--- src/rtl/cau_pkg.sv ---
// Shared types for the complex arithmetic unit: command and status codes
// and the control word that travels down the pipeline.
// No dependencies.
`default_nettype none

package cau_pkg;

   typedef enum logic [1:0] {
      CMD_ADD = 2'd0,
      CMD_SUB = 2'd1,
      CMD_MUL = 2'd2,
      CMD_DIV = 2'd3
   } cmd_type;

   typedef enum logic [1:0] {
      ST_OK        = 2'd0,
      ST_DIV_ZERO  = 2'd1,
      ST_SATURATED = 2'd2
   } status_type;

   typedef struct packed {
      logic    valid;
      cmd_type cmd;
      logic    dz;
      logic    neg_r;
      logic    neg_i;
      logic    sat;
   } ctl_type;

endpackage

`default_nettype wire

--- src/rtl/cau_div_cell.sv ---
// One quotient-bit cell of the divider chain: restoring step on two lanes.
// Depends on cau_pkg.
`default_nettype none

module cau_div_cell #(
   parameter int PW = 64,
   parameter int NW = 80,
   parameter int SW = 64
) (
   input  wire                    clock,
   input  wire                    reset,
   input  wire                    en,
   input  wire cau_pkg::ctl_type  ctl_in,
   input  wire [PW-1:0]           den_in,
   input  wire [1:0][PW:0]        rem_in,
   input  wire [1:0][NW-1:0]      nq_in,
   input  wire [SW-1:0]           side_in,
   output cau_pkg::ctl_type       ctl_out,
   output logic [PW-1:0]          den_out,
   output logic [1:0][PW:0]       rem_out,
   output logic [1:0][NW-1:0]     nq_out,
   output logic [SW-1:0]          side_out
);

   cau_pkg::ctl_type    ctl_ff;
   logic [PW-1:0]       den_ff;
   logic [1:0][PW:0]    rem_ff, rem_in_w;
   logic [1:0][NW-1:0]  nq_ff, nq_in_w;
   logic [SW-1:0]       side_ff;

   always_comb begin
      for (int k = 0; k < 2; k++) begin
         logic [PW:0]   sh;
         logic [PW+1:0] diff;
         sh   = {rem_in[k][PW-1:0], nq_in[k][NW-1]};
         diff = {1'b0, sh} - {2'b00, den_in};
         rem_in_w[k] = diff[PW+1] ? sh : diff[PW:0];
         nq_in_w[k]  = {nq_in[k][NW-2:0], ~diff[PW+1]};
      end
   end

   always_ff @(posedge clock) begin
      if (reset) begin
         ctl_ff.valid <= 1'b0;
      end else if (en) begin
         ctl_ff.valid <= ctl_in.valid;
      end
      if (en) begin
         ctl_ff.cmd   <= ctl_in.cmd;
         ctl_ff.dz    <= ctl_in.dz;
         ctl_ff.neg_r <= ctl_in.neg_r;
         ctl_ff.neg_i <= ctl_in.neg_i;
         ctl_ff.sat   <= ctl_in.sat;
         den_ff       <= den_in;
         rem_ff       <= rem_in_w;
         nq_ff        <= nq_in_w;
         side_ff      <= side_in;
      end
   end

   assign ctl_out  = ctl_ff;
   assign den_out  = den_ff;
   assign rem_out  = rem_ff;
   assign nq_out   = nq_ff;
   assign side_out = side_ff;

endmodule

`default_nettype wire

--- config.mk ---
export PLATFORM = sky130hd
export DESIGN_NAME = cau_div_cell
export DESIGN_NICKNAME = d
export VERILOG_FILES = /design/src/rtl/cau_pkg.sv /design/src/rtl/cau_div_cell.sv
export SDC_FILE = /design/constraint.sdc
export NUM_CORES = 1
export LEC_CHECK = 0
export ABC_AREA = 0
export BUFFER_PORTS_ARGS = -buffer_cell sky130_fd_sc_hd__buf_2
export CAP_MARGIN = 0
export CORE_AREA = 2 2 330 332
export CTS_BUF_LIST = sky130_fd_sc_hd__clkbuf_8 sky130_fd_sc_hd__clkbuf_16
export DETAILED_ROUTE_END_ITERATION = 8
export DIE_AREA = 0 0 332 334
export HOLD_SLACK_MARGIN = 0.12
export SYNTH_ARGS = -nofsm -noshare
export SYNTH_HDL_FRONTEND = slang
export SYNTH_SLANG_ARGS = --single-unit
--- constraint.sdc ---
create_clock -name clock -period 7.06 [get_ports clock]
set_input_delay 1.412 -clock clock [delete_from_list [all_inputs] [get_ports clock]]
set_output_delay 1.412 -clock clock [all_outputs]
set_load 0.005 [all_outputs]
==> metrics.md <==
| Metric | Value |
|---|---|
| Synth warn | 0 |
| GR peak layer | met2 |
| Postcts setup bufs | 0 |
| Final Power | 7.48 mW |
| Largest family of logic cells by synthesized area | compound AO/OA/AOI/OAI gates |
| DR vias/cell | 4.43 |
| Root buffer cell | clkbuf_16 |
| Die width | 332 um |
| DP Area | 28,000 sq um |
| Number of synthesized flops with an enable pin | 424 |
| Die height | 334 um |
| Finished Layout Cells | 4,231 |
| Area added between synthesis and finish | 33.6% |
| Gr ovfl total | 0 |
| Final nets | 3,326 |
| Ys flop type | edfxtp_1 |
| Placer Congestion | 0.889 |
| Global-route wire length before repair | 133,000 um |
| Hold Slack | 0.526 ns |
| Synth area leader | edfxtp_1 |
| Final min period | 5.00 ns |
| Type of element capturing the critical path | register |
| Clock buffer depth | 3 |
| Worst-Margin Slew | 1.03 ns |
| Max Cap Viol | 0 |
| Final core occ | 0.276 |
| Flops & latches, synth | 425 |
| Initial core utilization | 0.207 |
| Period utilization | 0.708 |
| Mux contribution to synthesized area | 0.0120 |
| Fin. Hold Viols | 0 |
| Clock Sinks | 425 |
| Hold buffers post-CTS | 0 |
| Inserted Clock Buffers | 52 |
| DRT antenna net count | 0 |
| GRT Util Overall | 0.169 |
| Ports | 853 |
| Worst EP arrival | 5.37 ns |
| Starting DRC count in detailed routing | 1,074 |
| Sequential fraction of the synthesis area | 0.572 |
| Netlist cell types | 81 |
| Core area | 108,000 sq um |
| Type of the most critical hold path | reg -> reg |
| PostCTS Resize Cnt | 0 |
| Worst VDD drop | 0.136 mV |
| Synth Area in XOR/XNOR | 0.0464 |
| Pre-CTS worst setup slack | 1.38 ns |
| Row count | 121 |
| Vias in the first global route | 18,200 |
| RSZ-0062 raised after global routing | no |
| Residual DRC | 0 |
| Mean post-synth cell area | 11.4 sq um |
| Power Density | 251 nW/um^2 |
| Share of post-route cells with drive strength above 1 | 0.355 |
| Fmax | 0.200 GHz |
| Share of the synthesized area in the top cell type | 0.571 |
| Critical Path RT | 7.43 ns |
| Design area | 29,800 sq um |
| Cells after synthesis | 1,953 |
| Syn Std Cell Area | 22,300 sq um |
| Simple-gate share of the synthesized area | 0.102 |
| Post-synth ARST share | 0 |
| Synth Area in Compound Gates | 0.159 |
| Vias | 18,700 |
| Setup-failing EPs final | 0 |
| Clk pin slew, worst setup/hold paths | 0.06 ns |
| DIE AREA | 111,000 sq um |
| Final setup TNS | 0 ns |
| Post-Syn Nets | 2,511 |
| Top cells by count, synth | 424 x edfxtp_1, 203 x a21oi_1, 177 x nand2_1 |
| Latest clock arrival within the worst-skew pair | 0.62 ns |
| Final wirelength | 98,400 um |
| Synth Area in Adders | 0.0736 |
| Placed insts | 4,128 |
| Met3 Resource Use GR | 0.0590 |
| CTS tree | yes |
| WL/cell | 23.3 um |
| Critical path type | in -> reg |
| CP Max Fanout | 4 |
| Synth area leaders | edfxtp_1 57%, ha_1 7.2%, a21oi_1 4.6% |
| Port Buffers | 850 |
| Setup slack after layout | 2.06 ns |
| HPWL after DPL | 81,900 um |
| Most frequent cell after synthesis | edfxtp_1 |
| Skew final | 0 ns |
| Fillers | 11,400 |
| Drt pass-1 iters | 5 |
| Slew Viols, Final | 0 |
| Met2 Use GR | 0.328 |
| Max-slew headroom | 0.302 |
| Status | finished, final reports clean |
| Met1 GRT Util | 0.166 |
| Pin count of the biggest net entering global routing | 132 |
| CTS H-tree depth | 2 |
| Pleak | 12.6 nW |
| Worst Setup Start Kind | input port |
| Initial antenna violation count | 48 |
layer usage:
layer  wire length (um)  share of wire  vias to the layer above
met2              53300           0.54                      652
met1              33400           0.34                     8949
li1                   -              -                     8903
met4               3370          0.034                       40
met5                276         0.0028                        -
met3               8040          0.082                      198
cell families (layout without fill, tap and decap cells):
family	count (synthesis)	in the layout
flops	425	425
simple gates	489	489
compound gates	567	567
xor+xnor	118	118
fa+ha+maj	130	130
other cells	0	8
mux	24	24
buf+inv	200	1056
layout by cell type (no fill, tap or decap), types with 50 or more instances in the layout:
master / instances
a21o_1: 59
a21oi_1: 203
buf_2: 849
clkbuf_16: 53
edfxtp_1: 424
ha_1: 128
inv_1: 105
nand2_1: 177
nand4_1: 50
nor2_1: 127
o21ai_0: 144
xnor2_1: 60
xor2_1: 58
cell type report:
class | count | area [sq um] | area share
flip-flops and latches | 425 | 12800 | 0.428
diodes | 8 | 20.0 | 0.000672
repair buffers | 859 | 4380 | 0.147
clock inverters | 42 | 390 | 0.0131
clock buffers | 53 | 1330 | 0.0445
inverters | 102 | 383 | 0.0129
multi-input cells | 1328 | 8760 | 0.294
well taps | 1414 | 1770 | 0.0594
worst max-delay path: stages:
cell	delay, ns
buf_2	0.10
inv_1	0.05
ha_1	0.14
inv_1	0.05
fa_1	0.45
a21oi_1	0.32
o211ai_1	0.28
nand4_1	0.23
a2111oi_1	0.12
nor4_1	0.58
o21ai_0	0.38
a21boi_0	0.55
o21ai_0	0.22
xor2_1	0.19
mux2_2	0.28
power breakdown:
| part | internal [mW] | switching (mW) | leakage [nW] | total [mW] |
|---|---|---|---|---|
| Clock | 1.56 | 1.16 | 0.842 | 2.72 |
| Sequential | 3.10 | 0.0644 | 4.16 | 3.17 |
| Combinational | 0.626 | 0.969 | 7.56 | 1.59 |
sequential cells by signal, indices dropped and copies added, names as in the netlist:
name / cells
ctl_out: 7
den_out: 64
nq_out: 160
rem_out: 130
side_out: 64
final timing paths:
check                                              from                       to  slack, ns  depth (start not counted)
worst max register to register  ctl_out[6]$_SDFFE_PP0P_  ctl_out[6]$_SDFFE_PP0P_       6.46                          2
worst max-delay path                         nq_in[159]   rem_out[101]$_DFFE_PP_       2.06                         15
worst min-delay path            ctl_out[6]$_SDFFE_PP0P_  ctl_out[6]$_SDFFE_PP0P_       0.53                          2
worst min register to register  ctl_out[6]$_SDFFE_PP0P_  ctl_out[6]$_SDFFE_PP0P_       0.53                          2
Note: power is estimated with default switching activity, not from simulation.
